<file path="src/hw/rtl/a2i_pkg.sv">
`default_nettype none

package a2i_pkg;

  // Defaults for the top-level parameters.
  localparam int unsigned MaxVerticesDef = 16;
  localparam int unsigned MaxEdgesDef    = 120;
  localparam int unsigned WeightBitsDef  = 16;

  // Fixed field widths of the ports.
  localparam int unsigned EntryW = 16;
  localparam int unsigned CfgW   = 5;

  // Vertex count after reset, before clamping to the configured maximum.
  localparam int unsigned VertexCountRst = 16;

  // Beat kind on the input channel.
  typedef enum logic [0:0] {
    KIND_WRITE = 1'b0,
    KIND_READ  = 1'b1
  } kind_e;

endpackage

`default_nettype wire

</file>
<file path="src/hw/rtl/adjacency_to_incidence_converter_top.sv">
// A read beat passes through the edge table read stage, then the output stage, into the output
// register; write beats produce no result.
// Throughput: one beat per cycle, held off by a full output register or a busy divider. A
// vertex_count write holds the input off while a bit-serial divider re-derives row and
// column from the load position.
// Reset (rst_ni, asynchronous, active low) clears control state; edge tables need no clearing.
`default_nettype none

module adjacency_to_incidence_converter_top #(
  parameter int unsigned MAX_VERTICES = a2i_pkg::MaxVerticesDef,
  parameter int unsigned MAX_EDGES    = a2i_pkg::MaxEdgesDef,
  parameter int unsigned WEIGHT_BITS  = a2i_pkg::WeightBitsDef
) (
  input  logic                                              clk_i,
  input  logic                                              rst_ni,
  input  logic                                              cfg_we_i,
  input  logic [a2i_pkg::CfgW-1:0]                          cfg_wdata_i,
  input  logic                                              in_valid_i,
  output logic                                              in_ready_o,
  input  logic                                              kind_i,
  input  logic signed [a2i_pkg::EntryW-1:0]                 entry_weight_i,
  output logic                                              out_valid_o,
  input  logic                                              out_ready_i,
  output logic signed [a2i_pkg::EntryW-1:0]                 incidence_value_o,
  output logic [$clog2(MAX_VERTICES)-1:0]                   vertex_row_o,
  output logic [((MAX_EDGES > 1) ? $clog2(MAX_EDGES) : 1)-1:0] edge_column_o,
  output logic                                              last_in_row_o,
  output logic                                              last_overall_o,
  output logic                                              none_left_o
);
  import a2i_pkg::*;

  // Width bookkeeping. A vertex index needs VRowW bits; a vertex count up to
  // MAX_VERTICES needs NW bits. The load position counts up to MAX_VERTICES^2.
  localparam int unsigned VRowW   = $clog2(MAX_VERTICES);
  localparam int unsigned NW      = $clog2(MAX_VERTICES + 1);
  localparam int unsigned EIdxW   = (MAX_EDGES > 1) ? $clog2(MAX_EDGES) : 1;
  localparam int unsigned ECntW   = $clog2(MAX_EDGES + 1);
  localparam int unsigned PosW    = $clog2(MAX_VERTICES * MAX_VERTICES + 1);
  localparam int unsigned DivCntW = $clog2(PosW + 1);
  localparam int unsigned StoreW  = (WEIGHT_BITS < EntryW) ? WEIGHT_BITS : EntryW;
  localparam int unsigned NRst    = (VertexCountRst > MAX_VERTICES) ? MAX_VERTICES
                                                                    : VertexCountRst;

  // Configuration and load state.
  logic [NW-1:0]      n_q;
  logic [PosW-1:0]    pos_q;
  logic [VRowW-1:0]   row_q, col_q;
  logic [ECntW-1:0]   etot_q;
  logic               load_done_q;
  logic [NW-1:0]      rv_q;
  logic [EIdxW-1:0]   re_q;

  // Bit-serial divider that maps the load position onto row and column after
  // the vertex count changes.
  logic               div_busy_q;
  logic [DivCntW-1:0] div_cnt_q;
  logic [PosW-1:0]    div_num_q;
  logic [NW-1:0]      div_rem_q;
  logic [PosW-1:0]    div_quo_q;

  // Edge tables.
  logic [VRowW-1:0]   ep_a_mem [MAX_EDGES];
  logic [VRowW-1:0]   ep_b_mem [MAX_EDGES];
  logic [StoreW-1:0]  wt_mem   [MAX_EDGES];

  // Stage 1: read metadata plus registered table data.
  logic               s1_valid_q;
  logic               s1_none_q;
  logic [VRowW-1:0]   s1_v_q;
  logic [EIdxW-1:0]   s1_e_q;
  logic               s1_row_end_q;
  logic               s1_last_all_q;
  logic [VRowW-1:0]   rd_ep_a_q, rd_ep_b_q;
  logic [StoreW-1:0]  rd_wt_q;

  // Output register.
  logic                     out_valid_q;
  logic signed [EntryW-1:0] out_value_q;
  logic [VRowW-1:0]         out_v_q;
  logic [EIdxW-1:0]         out_e_q;
  logic                     out_row_end_q, out_last_all_q, out_none_q;

  // Handshake and pipeline advance.
  logic in_fire, wr_fire, rd_fire, out_free, s1_adv;

  assign out_free   = !out_valid_q || out_ready_i;
  assign s1_adv     = s1_valid_q && out_free;
  assign in_ready_o = (!s1_valid_q || out_free) && !div_busy_q;
  assign in_fire    = in_valid_i && in_ready_o;
  assign wr_fire    = in_fire && (kind_e'(kind_i) == KIND_WRITE);
  assign rd_fire    = in_fire && (kind_e'(kind_i) == KIND_READ);

  // Clamp the written vertex count: zero acts as one, too large acts as the maximum.
  logic [NW-1:0] cfg_n;
  always_comb begin
    if (cfg_wdata_i == '0) begin
      cfg_n = NW'(1);
    end else if (32'(cfg_wdata_i) > 32'(MAX_VERTICES)) begin
      cfg_n = NW'(MAX_VERTICES);
    end else begin
      cfg_n = NW'(cfg_wdata_i);
    end
  end

  logic [2*NW-1:0] nn;
  assign nn = {{NW{1'b0}}, n_q} * {{NW{1'b0}}, n_q};

  // Write path. A write after a finished load starts a fresh matrix, so the
  // effective state is the cleared one in that case.
  logic [PosW-1:0]   wr_pos, pos_inc;
  logic [VRowW-1:0]  wr_row, wr_col;
  logic [ECntW-1:0]  wr_etot;
  logic [StoreW-1:0] w_store;
  logic              in_range, append, finish, col_wrap;

  always_comb begin
    wr_pos   = load_done_q ? '0 : pos_q;
    wr_row   = load_done_q ? '0 : row_q;
    wr_col   = load_done_q ? '0 : col_q;
    wr_etot  = load_done_q ? '0 : etot_q;
    w_store  = entry_weight_i[StoreW-1:0];
    in_range = (2*NW)'(wr_pos) < nn;
    append   = in_range && (w_store != '0) && (wr_col > wr_row) &&
               (wr_etot < ECntW'(MAX_EDGES));
    pos_inc  = wr_pos + PosW'(1);
    finish   = (2*NW)'(pos_inc) >= nn;
    col_wrap = ((NW+1)'(wr_col) + (NW+1)'(1)) == (NW+1)'(n_q);
  end

  // Read path. A read returns an entry only when the load is done, there are
  // edges, and the read position is still inside the matrix.
  logic rd_none, rd_row_end, rd_last_all;

  always_comb begin
    rd_none     = !load_done_q || (etot_q == '0) || (rv_q >= n_q) ||
                  (ECntW'(re_q) >= etot_q);
    rd_row_end  = (ECntW'(re_q) + ECntW'(1)) == etot_q;
    rd_last_all = rd_row_end && (((NW+1)'(rv_q) + (NW+1)'(1)) == (NW+1)'(n_q));
  end

  // Divider step: restoring division, one quotient bit per cycle.
  logic [NW:0]     div_rem_sh;
  logic            div_ge;
  logic [NW-1:0]   div_rem_nx;
  logic [PosW-1:0] div_quo_nx;

  always_comb begin
    div_rem_sh = {div_rem_q, div_num_q[PosW-1]};
    div_ge     = div_rem_sh >= (NW+1)'(n_q);
    div_rem_nx = div_ge ? NW'(div_rem_sh - (NW+1)'(n_q)) : NW'(div_rem_sh);
    div_quo_nx = {div_quo_q[PosW-2:0], div_ge};
  end

  // Control state.
  always_ff @(posedge clk_i or negedge rst_ni) begin
    if (!rst_ni) begin
      n_q         <= NW'(NRst);
      pos_q       <= '0;
      row_q       <= '0;
      col_q       <= '0;
      etot_q      <= '0;
      load_done_q <= 1'b0;
      rv_q        <= '0;
      re_q        <= '0;
      div_busy_q  <= 1'b0;
      div_cnt_q   <= '0;
      div_num_q   <= '0;
      div_rem_q   <= '0;
      div_quo_q   <= '0;
      s1_valid_q  <= 1'b0;
      out_valid_q <= 1'b0;
    end else begin
      if (cfg_we_i) begin
        n_q        <= cfg_n;
        div_busy_q <= 1'b1;
        div_cnt_q  <= DivCntW'(PosW);
        div_num_q  <= pos_q;
        div_rem_q  <= '0;
        div_quo_q  <= '0;
      end else if (div_busy_q) begin
        div_num_q <= {div_num_q[PosW-2:0], 1'b0};
        div_rem_q <= div_rem_nx;
        div_quo_q <= div_quo_nx;
        div_cnt_q <= div_cnt_q - DivCntW'(1);
        if (div_cnt_q == DivCntW'(1)) begin
          div_busy_q <= 1'b0;
          row_q      <= div_quo_nx[VRowW-1:0];
          col_q      <= div_rem_nx[VRowW-1:0];
        end
      end else if (wr_fire) begin
        pos_q <= pos_inc;
        if (col_wrap) begin
          col_q <= '0;
          row_q <= wr_row + VRowW'(1);
        end else begin
          col_q <= wr_col + VRowW'(1);
          row_q <= wr_row;
        end
      end

      if (wr_fire) begin
        etot_q      <= append ? wr_etot + ECntW'(1) : wr_etot;
        load_done_q <= finish;
        if (load_done_q || finish) begin
          rv_q <= '0;
          re_q <= '0;
        end
      end else if (rd_fire && !rd_none) begin
        if (rd_row_end) begin
          re_q <= '0;
          rv_q <= rv_q + NW'(1);
        end else begin
          re_q <= re_q + EIdxW'(1);
        end
      end

      if (rd_fire) begin
        s1_valid_q <= 1'b1;
      end else if (s1_adv) begin
        s1_valid_q <= 1'b0;
      end

      if (s1_adv) begin
        out_valid_q <= 1'b1;
      end else if (out_ready_i) begin
        out_valid_q <= 1'b0;
      end
    end
  end

  // Edge tables: one write port on append, one registered read port per read beat.
  always_ff @(posedge clk_i) begin
    if (wr_fire && append) begin
      ep_a_mem[wr_etot[EIdxW-1:0]] <= wr_row;
      ep_b_mem[wr_etot[EIdxW-1:0]] <= wr_col;
      wt_mem[wr_etot[EIdxW-1:0]]   <= w_store;
    end
    if (rd_fire) begin
      rd_ep_a_q <= ep_a_mem[re_q];
      rd_ep_b_q <= ep_b_mem[re_q];
      rd_wt_q   <= wt_mem[re_q];
    end
  end

  // Stage 1 metadata. Fields are forced to zero when nothing is returned.
  always_ff @(posedge clk_i) begin
    if (rd_fire) begin
      s1_none_q     <= rd_none;
      s1_v_q        <= rd_none ? '0 : rv_q[VRowW-1:0];
      s1_e_q        <= rd_none ? '0 : re_q;
      s1_row_end_q  <= !rd_none && rd_row_end;
      s1_last_all_q <= !rd_none && rd_last_all;
    end
  end

  // Output payload: the weight appears only where the vertex is an endpoint.
  logic touches;
  assign touches = !s1_none_q && ((rd_ep_a_q == s1_v_q) || (rd_ep_b_q == s1_v_q));

  always_ff @(posedge clk_i) begin
    if (s1_adv) begin
      out_value_q    <= touches ? $signed(EntryW'(rd_wt_q)) : '0;
      out_v_q        <= s1_v_q;
      out_e_q        <= s1_e_q;
      out_row_end_q  <= s1_row_end_q;
      out_last_all_q <= s1_last_all_q;
      out_none_q     <= s1_none_q;
    end
  end

  assign out_valid_o       = out_valid_q;
  assign incidence_value_o = out_value_q;
  assign vertex_row_o      = out_v_q;
  assign edge_column_o     = out_e_q;
  assign last_in_row_o     = out_row_end_q;
  assign last_overall_o    = out_last_all_q;
  assign none_left_o       = out_none_q;

  // An empty result carries all-zero fields.
  assert property (@(posedge clk_i) disable iff (!rst_ni)
    (out_valid_o && none_left_o) |-> (incidence_value_o == '0 && !last_in_row_o &&
                                      !last_overall_o && edge_column_o == '0))
    else $error("empty result with nonzero fields");

  // The final entry of the matrix always closes its row.
  assert property (@(posedge clk_i) disable iff (!rst_ni)
    (out_valid_o && last_overall_o) |-> last_in_row_o)
    else $error("last_overall without last_in_row");

  // The edge count never grows past the table depth.
  assert property (@(posedge clk_i) disable iff (!rst_ni)
    etot_q <= ECntW'(MAX_EDGES))
    else $error("edge count beyond table depth");

  // No beat is taken as the divider starts re-deriving row and column.
  assert property (@(posedge clk_i) disable iff (!rst_ni)
    $rose(div_busy_q) |-> !in_fire)
    else $error("beat accepted during divide");

endmodule

`default_nettype wire
</file>
<file path="config.mk">
export PLATFORM = sky130hd
export DESIGN_NAME = adjacency_to_incidence_converter_top
export DESIGN_NICKNAME = d
export VERILOG_FILES = /design/src/hw/rtl/a2i_pkg.sv /design/src/hw/rtl/adjacency_to_incidence_converter_top.sv
export SDC_FILE = /design/constraint.sdc
export NUM_CORES = 2
export LEC_CHECK = 0
export BUFFER_PORTS_ARGS = -buffer_cell sky130_fd_sc_hd__buf_2
export CORE_MARGIN = 2
export CORE_UTILIZATION = 50
export DETAILED_ROUTE_END_ITERATION = 10
export PLACE_DENSITY_LB_ADDON = 0.05
export SYNTH_ARGS = -nofsm -noshare
export SYNTH_HDL_FRONTEND = slang
export SYNTH_SLANG_ARGS = --single-unit
</file>
<file path="constraint.sdc">
create_clock -name clk_i -period 12.23 [get_ports clk_i]
set_clock_uncertainty 0.1 [all_clocks]
set_input_delay 1.223 -clock clk_i [delete_from_list [all_inputs] [get_ports clk_i]]
set_output_delay 1.223 -clock clk_i [all_outputs]
set_load 0.01 [all_outputs]
</file>
==> Word level (Yosys, flattened, before mapping) <==
Memory sizes are Yosys's and may differ from the RTL's. A register that Yosys moved wholly into a read port is not among the register bits.
Cells that the tools add are included.
{ "word_totals": {"out_inout_bits": 32, "word_cells": 140, "register_bits": 110, "input_bits": 27, "n_memories": 3, "mem_bits_ro": 0, "ramBits": 2880, "latch_bits": 0} }
{ "mem_list": {"columns": ["name", "words", "width", "rd", "rd_ports_with_merged_regs", "write_ports", "line", "source"], "rows": [
  ["wt_mem", 120, 16, 1, 1, 1, "adjacency_to_incidence_converter_top.sv:65", "logic [StoreW-1:0] wt_mem [MAX_EDGES];"],
  ["ep_a_mem", 120, 4, 1, 1, 1, "adjacency_to_incidence_converter_top.sv:63", "logic [VRowW-1:0] ep_a_mem [MAX_EDGES];"],
  ["ep_b_mem", 120, 4, 1, 1, 1, "adjacency_to_incidence_converter_top.sv:64", "logic [VRowW-1:0] ep_b_mem [MAX_EDGES];"]
]} }
{ "op_classes": {"mul": 1, "n_div": 0, "add_sub_neg": 10, "n_reduce_logical": 40, "muxes": 41, "n_eq_ne": 8, "n_shift": 0, "order_cmp": 8, "n_bitwise": 3} }
{ "op_table": {"columns": ["op", "count"], "rows": [
  ["4-bit 2-to-1 mux", 12],
  ["5-bit 2-to-1 mux", 9],
  ["7-bit 2-to-1 mux", 6],
  ["9-bit 2-to-1 mux", 3],
  ["16-bit nonzero test", 1],
  ["7-bit by 1-bit adder with 7-bit output, second input constant", 2],
  ["1-bit logical AND", 14],
  ["2-bit nonzero test", 6],
  ["9-bit by 10-bit >= comparator with 1-bit output", 1],
  ["9-bit by 10-bit < comparator with 1-bit output", 1],
  ["5-bit by 5-bit multiplier with 10-bit output", 1],
  ["9-bit by 1-bit adder with 9-bit output, second input constant", 1],
  ["1-bit 2-to-1 mux", 9],
  ["3-bit AND reduction", 3],
  ["4-bit by 1-bit adder with 4-bit output, second input constant", 2],
  ["4-bit equality test", 2],
  ["7-bit equality test", 1],
  ["7-bit >= comparator", 1],
  ["7-bit logical NOT", 1],
  ["1-bit logical OR", 7],
  ["7-bit < comparator, second input constant", 1],
  ["5-bit by 1-bit adder with 6-bit output, second input constant", 1],
  ["6-bit by 5-bit equality test with 1-bit output", 1],
  ["6-bit by 5-bit >= comparator with 1-bit output", 1],
  ["15 further kinds", 24]
]} }

==> Depth between registers and ports, before layout <==
{ "depth": {"word_depth": 9, "depth_mapped": 22, "ltp_nobuf": 19} }

==> Least setup slack after synthesis <==
Ideal clock, no wire load.
{ "synth_timing": {"path_type": "register to register", "startpoint": "register load_done_q", "endpoint": "memory ep_a_mem[110][0] (netlist bit) (enable)", "setup_ns": 0.466, "path_slack_ns": 3.616, "required_ns": 11.664, "arrival_ns": 8.048, "stages_incl_launch_ff": 13, "path_buffers": 4, "period_less_slack_ns": 8.614, "cell_sequence": "dfrtp_1 > clkbuf_1 > buf_1 > nor2b_1 > ha_1 > nand4_1 > nand2_1 > a21oi_1 > nand4_1 > o22a_1 > buf_2 > buf_1 > nor4_1"} }
{ "synth_via": {"word_cells_on_any_way": 13, "cone_classes": "order compare (3); mux (6); reduce/logical (4)"} }
{ "synth_lines": {"columns": ["item", "line", "source"], "rows": [
  ["start, declared", "adjacency_to_incidence_converter_top.sv:50", "logic load_done_q;"],
  ["start signal, assigned", "adjacency_to_incidence_converter_top.sv:204", "load_done_q <= finish;"],
  ["4-bit 2-to-1 mux", "adjacency_to_incidence_converter_top.sv:120", "wr_col = load_done_q ? '0 : col_q;"],
  ["net wr_col[1]", "adjacency_to_incidence_converter_top.sv:112", "logic [VRowW-1:0] wr_row, wr_col;"],
  ["4-bit > comparator", "adjacency_to_incidence_converter_top.sv:124", "append = in_range && (w_store != '0) && (wr_col > wr_row) &&"],
  ["1-bit logical AND (2 in series)", "adjacency_to_incidence_converter_top.sv:124", null],
  ["1-bit logical AND", "adjacency_to_incidence_converter_top.sv:234", "if (wr_fire && append) begin"],
  ["1-bit 2-to-1 mux", "adjacency_to_incidence_converter_top.sv:234", null],
  ["1-bit 2-to-1 mux (not written as such)", "adjacency_to_incidence_converter_top.sv:235", "ep_a_mem[wr_etot[EIdxW-1:0]] <= wr_row;"],
  ["end, declared", "adjacency_to_incidence_converter_top.sv:63", null]
]} }
The timed path passes the listed nets, and every way through them passes these cells.

==> Final worst setup path <==
{ "layout_timing": {"startpoint": "register n_q[2]", "endpoint": "memory ep_a_mem[119][3] (netlist bit) (enable)"} }
{ "layout_via": {"elab_chain_len": 8} }
{ "layout_lines": {"columns": ["item", "line", "source"], "rows": [
  ["start, declared", "adjacency_to_incidence_converter_top.sv:46", "logic [NW-1:0] n_q;"],
  ["start signal, assigned", "adjacency_to_incidence_converter_top.sv:158", "n_q <= NW'(NRst);"],
  ["start signal, assigned", "adjacency_to_incidence_converter_top.sv:175", "n_q <= cfg_n;"],
  ["5-bit by 5-bit multiplier with 10-bit output", "adjacency_to_incidence_converter_top.sv:107", "assign nn = {{NW{1'b0}}, n_q} * {{NW{1'b0}}, n_q};"],
  ["9-bit by 10-bit < comparator with 1-bit output", "adjacency_to_incidence_converter_top.sv:123", "in_range = (2*NW)'(wr_pos) < nn;"],
  ["1-bit logical AND (3 in series)", "adjacency_to_incidence_converter_top.sv:124", null],
  ["1-bit logical AND", "adjacency_to_incidence_converter_top.sv:234", null],
  ["1-bit 2-to-1 mux", "adjacency_to_incidence_converter_top.sv:234", null],
  ["1-bit 2-to-1 mux (not written as such)", "adjacency_to_incidence_converter_top.sv:235", null]
]} }
Every way passes these cells.

==> impl_metrics.yaml <==
critical_path:
  cpMaxStageDelayCell: "or2_4"
  cp_slowest_stage_delay_ns: 0.95
  worst_setup_path_start_kind: "register"
  worstPathArrival_ns: 7.41
  cp_top_family: "adder cells"
  crit_path_end_kind: "register"
  path_cells: "clkinv_1 -> fa_1 -> fa_1 -> inv_1 -> ha_1 -> a31o_2 -> ha_1 -> a21oi_1 -> xor2_1 -> ha_1 -> nor2_1 -> o21ai_0 -> o22ai_1 -> and3_1 -> o32ai_1 -> o22a_4 -> or2_4 -> nor2_2 -> buf_4"
  critPathMostFrequentCell: "ha_1"
  path_class: "reg2reg"
  crit_fanout: 17
  critPathBufInv: 3
  cp_data_required_time_ns: 12.78
power:
  p_total_mw: 29.02
  ir_worst_vdd_uv: 501.2
  leakage_nw: 41.57
  powerDensity_nw_per_um2: 218.1
clock_tree:
  root_buffer: "clkbuf_16"
  cts_made_buffers: 324
  post_cts_buffers: 0
  clock_sinks: 3014
  cts_resized: 0
  cts.clk_slew.worst_paths_ns: 0.07
  postCtsHoldBufs: 0
  cts.path.max_buffers: 4
  insertion_delay_ns: 0.94
  htreeDepth: 5
  tritoncts: "done"
floorplanning:
  initial_core_util_pct: 50.27
  boundaryPins: 59
  die_x_microns: 490.3
  core.rowCount: 178
  fp.dieH_microns: 490.3
  core_sq_um: 235200
  dieArea_sq_um: 240400
final_layout:
  multiInputGateArea_sq_um: 27160
  utilization_pct: 56.56
  layout.nets: 5922
  regArea_sq_um: 90200
  syn2layout_area_growth_pct: 12.52
  fin_cells: 9220
  layout-drive-gt1-share_pct: 25.19
  fill_cells: 17560
global_route:
  grt_pass1_vias: 57400
  grt_max_degree: 123
  grt_pass1_wl_mm: 469.6
  met2_usage_pct: 43.31
  grt-ovfl-total: 0
  top_usage_layer: "met2"
  antenna_found_initial: 21
  use_met3_pct: 4.089
  grt_util_met1_pct: 42.63
  gr-usage-all-layers_pct: 28.23
synth:
  synth_area_sq_um: 118200
  synth_flop_cell: "edfxtp_1"
  synth_nets: 5671
  synth_seq_cells: 3014
  synth_edf_count: 2948
  synth_cell_types: 73
  ys_seq_area_share_pct: 76.27
  synthCells: 5588
  synth_area_per_cell_sq_um: 21.16
  async_reset_ff_share_pct: 2.190
  synth_warnings: 0
routing:
  drtAntennaViolNets: 0
  wire_per_inst_microns: 36.96
  viasPerCell: 6.405
  vias: 59050
  drc_errors: 0
  dr.pass1.iters: 5
  routed_wl_mm: 340.8
  drt_iter0_markers: 8099
timing:
  relSlewSlack_pct: 4.193
  fmax_mhz: 145.7
  hold_violations: 0
  setup_viol: 0
  rsz0062_at_grt: "false"
  final.setup.tns_ns: 0
  tightestPinTransition_ns: 1.419
  post-route-period-util_pct: 56.11
  period_minus_slack_ns: 6.863
  drv_slew: 0
placement:
  place_hpwl_mm: 207.2
  dpl.cell_count: 8663
  place_congestion: 0.8528
  port_buffers: 58
status:
  status: "finished, final reports clean"
flow_run:
  drv_cap: 0
hold_path:
  hp-class: "reg2reg"
placed cells by master, fill, tap and decap left out, drive strengths merged, types with 16 or more instances in the layout:
cell type,count
dfrtp,65
a221oi,20
mux4,716
xnor2,28
a31oi,20
inv,48
bufinv,16
a211oi,29
o22ai,49
mux2i,268
nand2,254
nand3,32
nor2,186
o31ai,16
nor3,37
and2,31
o21ai,61
ha,52
a21oi,87
nor4,36
o221ai,94
clkbuf,425
edfxtp,2948
buf,239
clkinv,100
a21o,21
nor2b,18
kinds of logic after synthesis:
logic type                 synth area share [%]
buffers and inverters                     1.504
DFF                                       76.27
xor gates and xnor gates                 0.3186
adders and majority gates                0.6180
AOI/OAI and AO/OA                         2.797
muxes                                     16.02
and+or+nand+nor                           2.466
metal layers:
layer  wire length (microns)  part of all wire [%]
met1                  144200                    42
met2                  159500                    47
met3                   26400                   7.7
met4                   10630                   3.1
met5                      13                0.0038
registers in the layout, indices dropped and copies added (netlist names), 5 cells and up:
register,count
etot_q,7
n_q,5
ep_a_mem,480
wt_mem,1920
s1_e_q,7
rv_q,5
div_num_q,9
incidence_value_o,16
re_q,7
div_rem_q,5
edge_column_o,7
rd_wt_q,16
pos_q,9
ep_b_mem,480
per-stage QoR:
step	instance area, sq um	setup slack (ns)	hold slack [ns]
after floorplan	118200	3.616	0.3003
after global placement	123300	5.342	0.3015
after detailed placement	123300	5.431	0.3045
after CTS	133000	5.350	0.3197
after global routing	133000	5.027	0.3235
final	133000	5.367	0.3142
cell type report:
class | instances | area share, %
clock inverters | 128 | 0.7882
well taps | 3150 | 2.963
flip-flops and latches | 3014 | 67.81
multi-input cells | 2217 | 20.42
inverters | 43 | 0.1364
clock buffers | 425 | 6.507
repair buffers | 239 | 1.373
diodes | 4 | 0.007524
synth_stat cells (all sizes together), types with 5 or more instances:
| cell type | count | area share [%] |
|---|---|---|
| buf | 194 | 0.99 |
| xor2 | 15 | 0.11 |
| o22ai | 49 | 0.26 |
| a211o | 5 | 0.037 |
| a221o | 6 | 0.051 |
| clkbuf | 120 | 0.38 |
| a31oi | 20 | 0.11 |
| a211oi | 29 | 0.19 |
| edfxtp | 2948 | 75 |
| inv | 41 | 0.13 |
| o31ai | 16 | 0.10 |
| and2 | 31 | 0.16 |
| a221oi | 20 | 0.15 |
| mux2 | 12 | 0.11 |
| nor3b | 5 | 0.032 |
| nor2b | 18 | 0.095 |
| a22oi | 9 | 0.057 |
| nand4 | 15 | 0.079 |
| o221ai | 94 | 0.70 |
| nor2 | 186 | 0.59 |
| nor3 | 37 | 0.16 |
| a21oi | 87 | 0.37 |
| o21ai | 61 | 0.26 |
| a21o | 21 | 0.13 |
| o311ai | 6 | 0.044 |
| nand2 | 254 | 0.81 |
| ha | 52 | 0.55 |
| a32oi | 7 | 0.052 |
| mux4 | 716 | 14 |
| or3 | 6 | 0.032 |
| nor4 | 36 | 0.19 |
| xnor2 | 28 | 0.21 |
| nand3 | 32 | 0.14 |
| dfrtp | 65 | 1.4 |
| a31o | 6 | 0.044 |
| and3 | 13 | 0.069 |
| nand2b | 6 | 0.032 |
| mux2i | 268 | 2.3 |
| or2 | 5 | 0.026 |
path summary, 6_finish.rpt:
path	from	to	slack [ns]	cells after the start
hold / removal	s1_e_q[4]	edge_column_o[4]	0.31	0
setup / recovery	n_q[2]	ep_a_mem[119][3]	5.37	19
max in group asynchronous	rst_ni	re_q[4]	10.93	2
hold reg to reg	s1_e_q[4]	edge_column_o[4]	0.31	0
min in group asynchronous	rst_ni	out_valid_o	0.45	2
setup reg to reg	n_q[2]	ep_a_mem[119][3]	5.37	19
power breakdown:
| part | leakage (nW) | total (mW) | internal [mW] | switching (mW) |
|---|---|---|---|---|
| combinational | 9.42 | 7.75 | 2.75 | 4.99 |
| clock | 4.72 | 9.17 | 5.30 | 3.87 |
| sequential | 27.4 | 12.1 | 12.0 | 0.127 |
(Power assumes the default switching activity.)
